--- src/fep_pkg.sv ---
// ----------------------------------------------------------------------------
// fep_pkg
// Shared types and constants for the fade envelope playhead channel.
// ----------------------------------------------------------------------------
package fep_pkg;

   // Field widths
   localparam int unsigned TIME_W   = 32;
   localparam int unsigned CLIP_W   = 16;
   localparam int unsigned SPEED_W  = 16;
   localparam int unsigned FADE_W   = 24;
   localparam int unsigned WEIGHT_W = 16;
   localparam int unsigned PROD_W   = TIME_W + FADE_W;

   localparam int unsigned REQ_DATA_W = 128;
   localparam int unsigned RSP_DATA_W = 72;

   localparam logic [WEIGHT_W-1:0] ONE_Q15      = 16'h8000;
   localparam logic [WEIGHT_W-1:0] ZERO_Q15     = 16'h0000;
   localparam logic [FADE_W-1:0]   FADE_INSTANT = 24'hFF_FFFF;
   localparam logic [SPEED_W-1:0]  UNITY_SPEED  = 16'h0100;

   typedef enum logic [2:0] {
      ACT_TICK   = 3'd0,
      ACT_PLAY   = 3'd1,
      ACT_PAUSE  = 3'd2,
      ACT_STOP   = 3'd3,
      ACT_REWIND = 3'd4
   } action_type;

   typedef enum logic [2:0] {
      MODE_NONE   = 3'd0,
      MODE_IN     = 3'd1,
      MODE_ACTIVE = 3'd2,
      MODE_OUT    = 3'd3,
      MODE_PAUSE  = 3'd4
   } mode_type;

   // multiplier operand selection
   typedef enum logic [1:0] {
      MUL_TV   = 2'd0,   // tick delta x global speed
      MUL_D1   = 2'd1,   // scaled delta x channel speed
      MUL_DT   = 2'd2,   // dt x fade speed
      MUL_HOLD = 2'd3    // keep the last product while the update waits
   } mul_sel_type;

   typedef struct packed {
      logic        capture;
      mul_sel_type mul_sel;
      logic        save_dt;
      logic        commit;
   } dp_cmd_type;

   typedef struct packed {
      logic req_is_tick;
   } dp_status_type;

endpackage

--- src/fep_ctrl.sv ---
// ----------------------------------------------------------------------------
// fep_ctrl
// Sequencer: accepts a beat, steps the shared multiplier, commits the update
// and manages the result register handshake.
// ----------------------------------------------------------------------------
module fep_ctrl (
   input  logic                   clock,
   input  logic                   reset,
   input  logic                   req_tvalid,
   output logic                   req_tready,
   output logic                   rsp_tvalid,
   input  logic                   rsp_tready,
   input  fep_pkg::dp_status_type status,
   output fep_pkg::dp_cmd_type    cmd
);
   import fep_pkg::*;

   typedef enum logic [3:0] {
      S_IDLE = 4'b0001,
      S_MUL2 = 4'b0010,
      S_MUL3 = 4'b0100,
      S_UPD  = 4'b1000
   } ctrl_state_type;

   ctrl_state_type state_ff, state_in;
   logic           rsp_valid_ff, rsp_valid_in;
   logic           slot_free;
   logic           accept;

   assign slot_free  = !rsp_valid_ff || rsp_tready;
   assign req_tready = (state_ff == S_IDLE);
   assign accept     = req_tvalid && req_tready;
   assign rsp_tvalid = rsp_valid_ff;

   always_comb begin
      state_in    = state_ff;
      cmd.capture = 1'b0;
      cmd.mul_sel = MUL_TV;
      cmd.save_dt = 1'b0;
      cmd.commit  = 1'b0;
      unique case (state_ff)
         S_IDLE: begin
            if (accept) begin
               cmd.capture = 1'b1;
               state_in    = status.req_is_tick ? S_MUL2 : S_UPD;
            end
         end
         S_MUL2: begin
            cmd.mul_sel = MUL_D1;
            state_in    = S_MUL3;
         end
         S_MUL3: begin
            cmd.mul_sel = MUL_DT;
            cmd.save_dt = 1'b1;
            state_in    = S_UPD;
         end
         S_UPD: begin
            // hold until the result register can take the new beat
            cmd.mul_sel = MUL_HOLD;
            if (slot_free) begin
               cmd.commit = 1'b1;
               state_in   = S_IDLE;
            end
         end
         default: state_in = S_IDLE;
      endcase
   end

   always_comb begin
      rsp_valid_in = rsp_valid_ff;
      if (cmd.commit) begin
         rsp_valid_in = 1'b1;
      end else if (rsp_tready) begin
         rsp_valid_in = 1'b0;
      end
   end

   always_ff @(posedge clock) begin
      if (reset) begin
         state_ff     <= S_IDLE;
         rsp_valid_ff <= 1'b0;
      end else begin
         state_ff     <= state_in;
         rsp_valid_ff <= rsp_valid_in;
      end
   end

endmodule

--- src/fep_datapath.sv ---
// ----------------------------------------------------------------------------
// fep_datapath
// Channel state, shared 32x24 multiplier with saturation, fade ramp and
// playhead update, and the result register.
// ----------------------------------------------------------------------------
module fep_datapath (
   input  logic                              clock,
   input  logic                              reset,
   input  logic                              csr_wr_en,
   input  logic [fep_pkg::SPEED_W-1:0]       csr_wr_data,
   input  logic [fep_pkg::REQ_DATA_W-1:0]    req_tdata,
   input  logic [2:0]                        req_tuser,
   output logic [fep_pkg::RSP_DATA_W-1:0]    rsp_tdata,
   input  fep_pkg::dp_cmd_type               cmd,
   output fep_pkg::dp_status_type            status
);
   import fep_pkg::*;

   // configuration
   logic [SPEED_W-1:0]  global_speed_ff;

   // channel state
   mode_type            mode_ff, mode_in;
   logic [WEIGHT_W-1:0] weight_ff, weight_in;
   logic [TIME_W-1:0]   playhead_ff, playhead_in;
   logic [CLIP_W-1:0]   clip_ff, clip_in;
   logic [TIME_W-1:0]   length_ff, length_in;
   logic                loop_ff, loop_in;
   logic                end_pauses_ff, end_pauses_in;
   logic [FADE_W-1:0]   fade_speed_ff, fade_speed_in;
   logic [SPEED_W-1:0]  chan_speed_ff, chan_speed_in;

   // captured beat
   action_type          act_ff;
   logic [TIME_W-1:0]   tv_ff;
   logic [CLIP_W-1:0]   p_clip_ff;
   logic [TIME_W-1:0]   p_len_ff;
   logic                p_loop_ff;
   logic                p_pause_ff;
   logic [FADE_W-1:0]   p_fade_ff;
   logic [SPEED_W-1:0]  p_speed_ff;

   // multiplier
   logic [PROD_W-1:0]   prod_ff, prod_in;
   logic [TIME_W-1:0]   prod_sat;
   logic [TIME_W-1:0]   mul_a;
   logic [FADE_W-1:0]   mul_b;
   logic [TIME_W-1:0]   dt_ff;
   logic [WEIGHT_W-1:0] delta;

   logic [RSP_DATA_W-1:0] rsp_data_ff;

   assign status.req_is_tick = (action_type'(req_tuser) == ACT_TICK);

   // Q8.8 scale result: product >> 8, saturated to 32 bits
   assign prod_sat = (|prod_ff[PROD_W-1:40]) ? {TIME_W{1'b1}} : prod_ff[39:8];

   always_comb begin
      unique case (cmd.mul_sel)
         MUL_TV: begin
            mul_a = req_tdata[31:0];
            mul_b = {8'd0, global_speed_ff};
         end
         MUL_D1: begin
            mul_a = prod_sat;
            mul_b = {8'd0, chan_speed_ff};
         end
         MUL_DT: begin
            mul_a = prod_sat;
            mul_b = fade_speed_ff;
         end
         MUL_HOLD: begin
            mul_a = '0;
            mul_b = '0;
         end
      endcase
      if (cmd.mul_sel == MUL_HOLD) begin
         prod_in = prod_ff;
      end else begin
         prod_in = {{FADE_W{1'b0}}, mul_a} * {{TIME_W{1'b0}}, mul_b};
      end
   end

   // weight step in Q1.15: (fade_speed * dt) >> 17, clamped to one
   always_comb begin
      if (fade_speed_ff == FADE_INSTANT && dt_ff != '0) begin
         delta = ONE_Q15;
      end else if (|prod_ff[PROD_W-1:32]) begin
         delta = ONE_Q15;
      end else begin
         delta = {1'b0, prod_ff[31:17]};
      end
   end

   always_comb begin
      logic [WEIGHT_W:0] w_sum;
      logic [TIME_W:0]   t_sum;
      logic [TIME_W-1:0] t_sat;
      mode_type          m;

      mode_in       = mode_ff;
      weight_in     = weight_ff;
      playhead_in   = playhead_ff;
      clip_in       = clip_ff;
      length_in     = length_ff;
      loop_in       = loop_ff;
      end_pauses_in = end_pauses_ff;
      fade_speed_in = fade_speed_ff;
      chan_speed_in = chan_speed_ff;
      w_sum         = {1'b0, weight_ff} + {1'b0, delta};
      t_sum         = '0;
      t_sat         = '0;
      m             = mode_ff;

      unique case (act_ff)
         ACT_TICK: begin
            if (clip_ff != '0) begin
               if (mode_ff == MODE_IN) begin
                  if (w_sum >= {1'b0, ONE_Q15}) begin
                     weight_in = ONE_Q15;
                     m         = MODE_ACTIVE;
                  end else begin
                     weight_in = w_sum[WEIGHT_W-1:0];
                  end
               end else if (mode_ff == MODE_OUT) begin
                  if (weight_ff <= delta) begin
                     weight_in = ZERO_Q15;
                     clip_in   = '0;
                     m         = MODE_NONE;
                  end else begin
                     weight_in = weight_ff - delta;
                  end
               end
               if (m != MODE_NONE && m != MODE_PAUSE) begin
                  t_sum = {1'b0, playhead_ff} + {1'b0, dt_ff};
                  t_sat = t_sum[TIME_W] ? {TIME_W{1'b1}} : t_sum[TIME_W-1:0];
                  if (t_sat >= length_ff) begin
                     if (loop_ff) begin
                        playhead_in = t_sat - length_ff;
                     end else begin
                        playhead_in = length_ff;
                        m = end_pauses_ff ? MODE_PAUSE : MODE_OUT;
                     end
                  end else begin
                     playhead_in = t_sat;
                  end
               end
               mode_in = m;
            end
         end
         ACT_PLAY: begin
            if (p_clip_ff != '0) begin
               if (mode_ff != MODE_ACTIVE) begin
                  mode_in = MODE_IN;
               end
               if (clip_ff != p_clip_ff) begin
                  playhead_in = '0;
               end
               clip_in       = p_clip_ff;
               length_in     = p_len_ff;
               loop_in       = p_loop_ff;
               end_pauses_in = p_pause_ff;
               fade_speed_in = p_fade_ff;
               chan_speed_in = p_speed_ff;
            end
         end
         ACT_PAUSE: begin
            if (mode_ff != MODE_NONE) begin
               mode_in = MODE_PAUSE;
            end
         end
         ACT_STOP: begin
            if (mode_ff != MODE_NONE) begin
               mode_in = MODE_OUT;
            end
         end
         ACT_REWIND: begin
            if (clip_ff != '0) begin
               playhead_in = tv_ff;
            end
         end
         default: begin
         end
      endcase
   end

   always_ff @(posedge clock) begin
      if (reset) begin
         global_speed_ff <= UNITY_SPEED;
         mode_ff         <= MODE_NONE;
         weight_ff       <= ZERO_Q15;
         playhead_ff     <= '0;
         clip_ff         <= '0;
         length_ff       <= '0;
         loop_ff         <= 1'b0;
         end_pauses_ff   <= 1'b0;
         fade_speed_ff   <= '0;
         chan_speed_ff   <= UNITY_SPEED;
      end else begin
         if (csr_wr_en) begin
            global_speed_ff <= csr_wr_data;
         end
         if (cmd.commit) begin
            mode_ff       <= mode_in;
            weight_ff     <= weight_in;
            playhead_ff   <= playhead_in;
            clip_ff       <= clip_in;
            length_ff     <= length_in;
            loop_ff       <= loop_in;
            end_pauses_ff <= end_pauses_in;
            fade_speed_ff <= fade_speed_in;
            chan_speed_ff <= chan_speed_in;
         end
      end
   end

   // payload registers
   always_ff @(posedge clock) begin
      prod_ff <= prod_in;
      if (cmd.capture) begin
         act_ff     <= action_type'(req_tuser);
         tv_ff      <= req_tdata[31:0];
         p_clip_ff  <= req_tdata[47:32];
         p_len_ff   <= req_tdata[79:48];
         p_loop_ff  <= req_tdata[80];
         p_pause_ff <= req_tdata[81];
         p_fade_ff  <= req_tdata[105:82];
         p_speed_ff <= req_tdata[121:106];
      end
      if (cmd.save_dt) begin
         dt_ff <= prod_sat;
      end
      if (cmd.commit) begin
         rsp_data_ff <= {5'd0, clip_in, playhead_in, weight_in, mode_in};
      end
   end

   assign rsp_tdata = rsp_data_ff;

endmodule

--- src/fade_envelope_playhead_core.sv ---
// ----------------------------------------------------------------------------
// fade_envelope_playhead_core
// One clip playback channel with fade in / fade out envelope and playhead.
// ----------------------------------------------------------------------------
// Usage:
//   req_* carries one action per beat (tuser = action code: tick, play,
//   pause, stop, rewind). Every accepted beat returns exactly one rsp beat
//   with the channel status after that action.
//   csr_wr_en/csr_wr_data set the global Q8.8 speed; write only while idle.
// Sequence:
//   A tick's delta goes through one shared 32x24 multiplier for global speed,
//   channel speed and fade rate, one product per cycle, then the state
//   updates. Other actions go straight to the update. req_tready returns in
//   the cycle the result becomes valid; no new beat is accepted before then.
// Reset:
//   Synchronous, active high: none, weight 0, no clip, unity speeds, no result.
// Stall:
//   The result sits in a register until taken; the update step waits while
//   that register is full and not being read; req_tready stays low meanwhile.
// ----------------------------------------------------------------------------
module fade_envelope_playhead_core (
   input  logic         clock,
   input  logic         reset,
   // configuration
   input  logic         csr_wr_en,
   input  logic [15:0]  csr_wr_data,     // global_speed
   // request channel
   input  logic         req_tvalid,
   output logic         req_tready,
   // time_value[31:0], clip_id[47:32], clip_length[79:48], loop_flag[80],
   // pause_at_end[81], fade_rate[105:82], speed_mult[121:106], zero fill
   input  logic [127:0] req_tdata,
   input  logic [2:0]   req_tuser,       // action[2:0]
   // result channel
   output logic         rsp_tvalid,
   input  logic         rsp_tready,
   // state_code[2:0], weight[18:3], play_time[50:19], current_clip[66:51],
   // zero fill
   output logic [71:0]  rsp_tdata
);
   import fep_pkg::*;

   dp_cmd_type    cmd;
   dp_status_type status;

   fep_ctrl u_ctrl (
      .clock      (clock),
      .reset      (reset),
      .req_tvalid (req_tvalid),
      .req_tready (req_tready),
      .rsp_tvalid (rsp_tvalid),
      .rsp_tready (rsp_tready),
      .status     (status),
      .cmd        (cmd)
   );

   fep_datapath u_datapath (
      .clock       (clock),
      .reset       (reset),
      .csr_wr_en   (csr_wr_en),
      .csr_wr_data (csr_wr_data),
      .req_tdata   (req_tdata),
      .req_tuser   (req_tuser),
      .rsp_tdata   (rsp_tdata),
      .cmd         (cmd),
      .status      (status)
   );

endmodule
--- config.mk ---
export PLATFORM = sky130hd
export DESIGN_NAME = fade_envelope_playhead_core
export DESIGN_NICKNAME = d
export VERILOG_FILES = /design/src/fep_pkg.sv /design/src/fep_ctrl.sv /design/src/fep_datapath.sv /design/src/fade_envelope_playhead_core.sv
export SDC_FILE = /design/constraint.sdc
export NUM_CORES = 2
export LEC_CHECK = 0
export BUFFER_PORTS_ARGS = -buffer_cell sky130_fd_sc_hd__buf_2
export CAP_MARGIN = 5
export CORE_MARGIN = 4
export CORE_UTILIZATION = 35
export DETAILED_ROUTE_END_ITERATION = 6
export GPL_TIMING_DRIVEN = 0
export SLEW_MARGIN = 20
export SYNTH_ARGS = -nofsm -noshare
export SYNTH_HDL_FRONTEND = slang
export SYNTH_SLANG_ARGS = --single-unit
--- constraint.sdc ---
create_clock -name clock -period 17.5 [get_ports clock]
set_input_delay 3.5 -clock clock [delete_from_list [all_inputs] [get_ports clock]]
set_output_delay 3.5 -clock clock [all_outputs]
set_load 0.01 [all_outputs]
=== After elaboration in Yosys (flattened, before gate mapping) ===
Cells that the tools add are included.

* Register bits after elaboration: 442
* Bits of input ports: 152
* Output and inout bits: 74
* Logic and storage cells: 123

* Add/subtract/negate cells: 4
* Multipliers: 1
* $lt $le $gt $ge: 3
* Equality and inequality tests: 19
* Muxes and demuxes: 54
* Reduce and logical (&&, ||, !) cells: 19

{| class="wikitable"
|+ Operators by type and width
! operator !! number
|-
| $mux 32 || 9
|-
| $mux 16 || 13
|-
| $pmux 32 s3 || 2
|-
| $pmux 24 s4 || 1
|-
| $mul 32x24->56 || 1
|-
| $mux 3 || 15
|-
| $add 32x32->33 || 1
|-
| $ge 32x32->1 || 1
|-
| $pmux 16 s2 || 1
|-
| $reduce_bool 16->1 || 2
|-
| $reduce_bool 32->1 || 1
|-
| $sub 32x32->32 || 1
|-
| $eq 24x24->1 const B || 1
|-
| $reduce_or 24->1 || 1
|-
| $add 16x16->17 || 1
|-
| $ge 17x16->1 const B || 1
|-
| $le 16x16->1 || 1
|-
| $ne 16x16->1 || 1
|-
| $pmux 4 s4 || 1
|-
| $reduce_or 16->1 || 1
|-
| $sub 16x16->16 || 1
|-
| $mux 4 || 3
|-
| $pmux 3 s4 || 1
|-
| $eq 3x2->1 const B || 3
|-
| 24 further kinds || 36
|}

=== Logic depth before layout (Yosys ltp) ===
* Word-level depth: 14
* Depth in mapped cells: 36
* Mapped depth without buffers: 33

=== Modules after synthesis ===
Synthesis repeated with hierarchy kept, for this count alone.

* Cells, all modules: 5,062
* Area total of the unflattened synthesis: 46,148.0 sq um

{| class="wikitable"
|+ By module, submodules not included
! module !! instances !! cells an instance !! area each (sq um) !! seq. area each (sq um)
|-
| fep_datapath || 1 || 5,028 || 45,837.7 || 11,310.8
|-
| fep_ctrl || 1 || 34 || 310.3 || 100.1
|}

=== Worst setup path before layout ===
OpenSTA, ideal clock, no wires.

* Path type: input to register
* From: input port req_tvalid
* To: register u_datapath.act_ff[0], enable pin
* Setup time: 0.917 ns
* Arrival time: 15.252 ns
* Required time: 16.583 ns
* Setup slack: 1.331 ns
* Stages on the path: 2
* Buffers on the path: 0
* Cells stage by stage: inv_1 > nor4_1

{| class="wikitable"
|+ RTL lines
! item !! RTL line !! text
|-
| start: declaration || fade_envelope_playhead_core.sv:28 || <nowiki>input logic req_tvalid,</nowiki>
|-
| end signal: assignment || fep_datapath.sv:221 || <nowiki>act_ff <= action_type'(req_tuser);</nowiki>
|-
| end: declaration || fep_datapath.sv:34 || <nowiki>action_type act_ff;</nowiki>
|}

=== Final worst setup path ===
* From: input port req_tdata[21]
* To: register u_datapath.prod_ff[55] (data pin)

* Longest elaborated chain between the ends: 2

{| class="wikitable"
|+ RTL lines
! item !! RTL line !! text
|-
| start: declaration || fade_envelope_playhead_core.sv:32 || <nowiki>input logic [127:0] req_tdata,</nowiki>
|-
| $pmux 32 s3 || fep_datapath.sv:59 || <nowiki>unique case (cmd.mul_sel)</nowiki>
|-
| $mul 32x24->56 || fep_datapath.sv:80 || <nowiki>prod_in = {{FADE_W{1'b0}}, mul_a} * {{TIME_W{1'b0}}, mul_b};</nowiki>
|-
| end signal: assignment || fep_datapath.sv:219 || <nowiki>prod_ff <= prod_in;</nowiki>
|-
| end: declaration || fep_datapath.sv:44 || <nowiki>logic [PROD_W-1:0] prod_ff, prod_in;</nowiki>
|}

Every way passes these cells.
A chain may end at the register's enable or synchronous reset.

==> results.yml <==
clock_tree:
  clock_sinks: 434
  cts-buffers-inserted: 48
  cts_tree: "built"
  clk_pin_slew_ps: 60
  cts_hold_buf: 0
  ctsResizeCount: 0
  post-cts-setup-buffers: 0
  clock_latency_ps: 650
  h-tree-depth: 2
  cts_root_buf: "clkbuf_16"
  clk_path_buf_depth: 3
timing:
  clock.fmax_mhz: 82.4
  slew_violations: 0
  rsz0062_at_grt: "false"
  fin_crit_ps: 12130
  fin_tns_setup_ps: 0
  tightest_slew_ps: 1200
  setup_violations: 0
  slew_headroom: 0.193
  post-route-period-util: 0.693
  finalHoldViolCount: 0
  fin_worst_skew_ps: 49.7
setup_path:
  reg2reg_setup_slack_ps: 5530
  start_kind: "input port"
  arrival_ps: 12490
  worst-setup-path-type: "input port to flop"
  worst-path-max-fanout: 10
  required_ps: 17860
  cp-end-kind: "flop"
cells_and_area:
  nNetsFinal: 6576
  nFillCells: 13500
  final_cell_count_no_fill: 7300
  area_growth_pct: 11.5
  final_util: 0.392
  drive_gt1_frac: 0.0858
  fin_area_um2: 52300
synth:
  synth_warnings: 0
  synth_area_leader_cell: "fa_1"
  netlist_top_cells_area: "fa_1 (28%), edfxtp_1 (17%), ha_1 (7.4%), dfxtp_1 (6.9%), inv_1 (6.8%)"
  syn_area_um2: 46900
  synth_cell_type_count: 108
  synth_ff_type: "edfxtp_1"
  synth_edf_count: 272
  syn_avg_cell_area_um2: 9.06
  yosysMostFrequentCell: "inv_1"
  ys_async_sr_fraction: 0
  syn_inst: 5175
  ys_seq_area_frac: 0.243
  yosys-top-cells-count: "inv_1 (843), nand2_1 (691), fa_1 (661), nor2_1 (614), ha_1 (278)"
  synth_top_area_frac: 0.282
  synth_seq_cells: 434
min_path:
  hp-class: "flop to flop"
floorplanning:
  start_util: 0.352
  ioPinCount: 226
  die_x_um: 374
  rows: 134
  die_y_um: 374
  dieArea_um2: 140000
  core_area_um2: 133000
placed_design:
  dp_hpwl_mm: 152
  placed_cell_area_um2: 50500
  gp_congestion: 1.03
  io_buffer_count: 213
  dp.cells: 7198
route:
  ant_nets: 0
  vias: 39600
  wire_per_inst_um: 24.9
  finalWirelength_mm: 182
  vias_per_cell: 5.42
  drcViolationCount: 0
  firstDrtPassIters: 6
  drt_iter0_markers: 4056
grt:
  grt_pass1_wl_mm: 267
  antenna_found_initial: 25
  grt_pass1_vias: 39900
  grt_overflow: 0
  grtUsageTotal: 0.257
  grt_max_degree: 33
run:
  maxCapViolCount: 0
status:
  status: "complete, no violations"
power:
  leakage_uw: 0.0234
  vdd_drop_max_v: 0.0000890
  power.density_nw_per_um2: 112
  power_uw: 5860
[state kept, by name (all words and copies together) (netlist names), 24 cells and up]
signal                    cells
u_datapath.tv_ff             32
u_datapath.length_ff         32
u_datapath.fade_speed_ff     24
u_datapath.rsp_tdata         67
u_datapath.dt_ff             32
u_datapath.prod_ff           48
u_datapath.p_len_ff          32
u_datapath.p_fade_ff         24
u_datapath.playhead_ff       32
[stage by stage]
step                      hold slack [ps]  setup WS, ps
after floorplan                       434          1330
after global placement                444         -6310
after detailed placement              452          4880
after CTS                             461          5560
after global routing                  475          5270
final                                 464          5370
[cell type report]
type	instances	area [µm²]	area share
diodes	7	17.5	0.000335
plain buffers	270	1100	0.0210
clock buffers	53	1250	0.0239
clock inverters	37	448	0.00857
inverters	844	3170	0.0606
multi-input cells	3631	31200	0.598
flip-flops and latches	434	11400	0.218
well taps	1768	2210	0.0423
repair buffers	256	1410	0.0270
[power breakdown]
group,switching (µW),internal [µW],leakage (µW),total [µW]
clock network,466,629,0.000826,1090
logic,2200,1190,0.0186,3390
registers,76.6,1290,0.00393,1370
[placed cells by master (no fill, tap or decap), drive strengths merged, types with 51 or more instances in the layout]
cell and count:
inv 849, nand2 692, fa 661, nor2 615, buf 301, ha 278
clkbuf 278, edfxtp 272, a21oi 227, dfxtp 162, o21ai 143, a21o 87
a22oi 74, xnor2 73, a22o 54, nor3 52, o21a 51
[final timing paths]
check,cells past startpoint,endpoint,startpoint
hold reg to reg,2,u_datapath.length_ff[26],u_datapath.length_ff[26]
setup / recovery,25,u_datapath.prod_ff[55],req_tdata[21]
setup reg to reg,32,u_datapath.prod_ff[55],u_ctrl.state_ff[3]
hold / removal,2,u_datapath.length_ff[26],u_datapath.length_ff[26]
[cells by family (layout without fill, tap and decap cells)]
kind of cell	Yosys count	after routing	synth area share
muxes	30	30	0.00649
DFF	434	434	0.243
and+or+nand+nor	1669	1669	0.153
adders and majority gates	939	939	0.357
buffers and inverters	1114	1460	0.0910
xor gates and xnor gates	115	115	0.0215
other	1	12	0.0000800
AOI/OAI and AO/OA	873	873	0.128
[critical path, stage by stage]
cell	delay (ps)
buf_2	170
a22oi_1	950
clkbuf_1	800
nor2_1	160
fa_1	520
fa_1	560
inv_1	60
fa_1	500
fa_1	520
inv_1	60
fa_1	500
fa_1	500
inv_1	50
fa_1	490
inv_1	60
ha_1	370
a21o_1	210
a21o_1	170
a21oi_1	520
o2111a_1	510
a31oi_2	320
a21oi_1	220
or3b_1	430
a41oi_2	230
xnor2_1	90
[routing by layer]
layer | part of all wire | global-route usage | up-vias
met1 | 0.39 | 0.331 | 19700
met4 | 0.059 | 0.124 | 4
met3 | 0.098 | 0.0575 | 459
li1 | - | - | 17400
met5 | 0.00013 | 0 | -
met2 | 0.45 | 0.409 | 2052
Note: power is estimated with default switching activity, not from simulation.
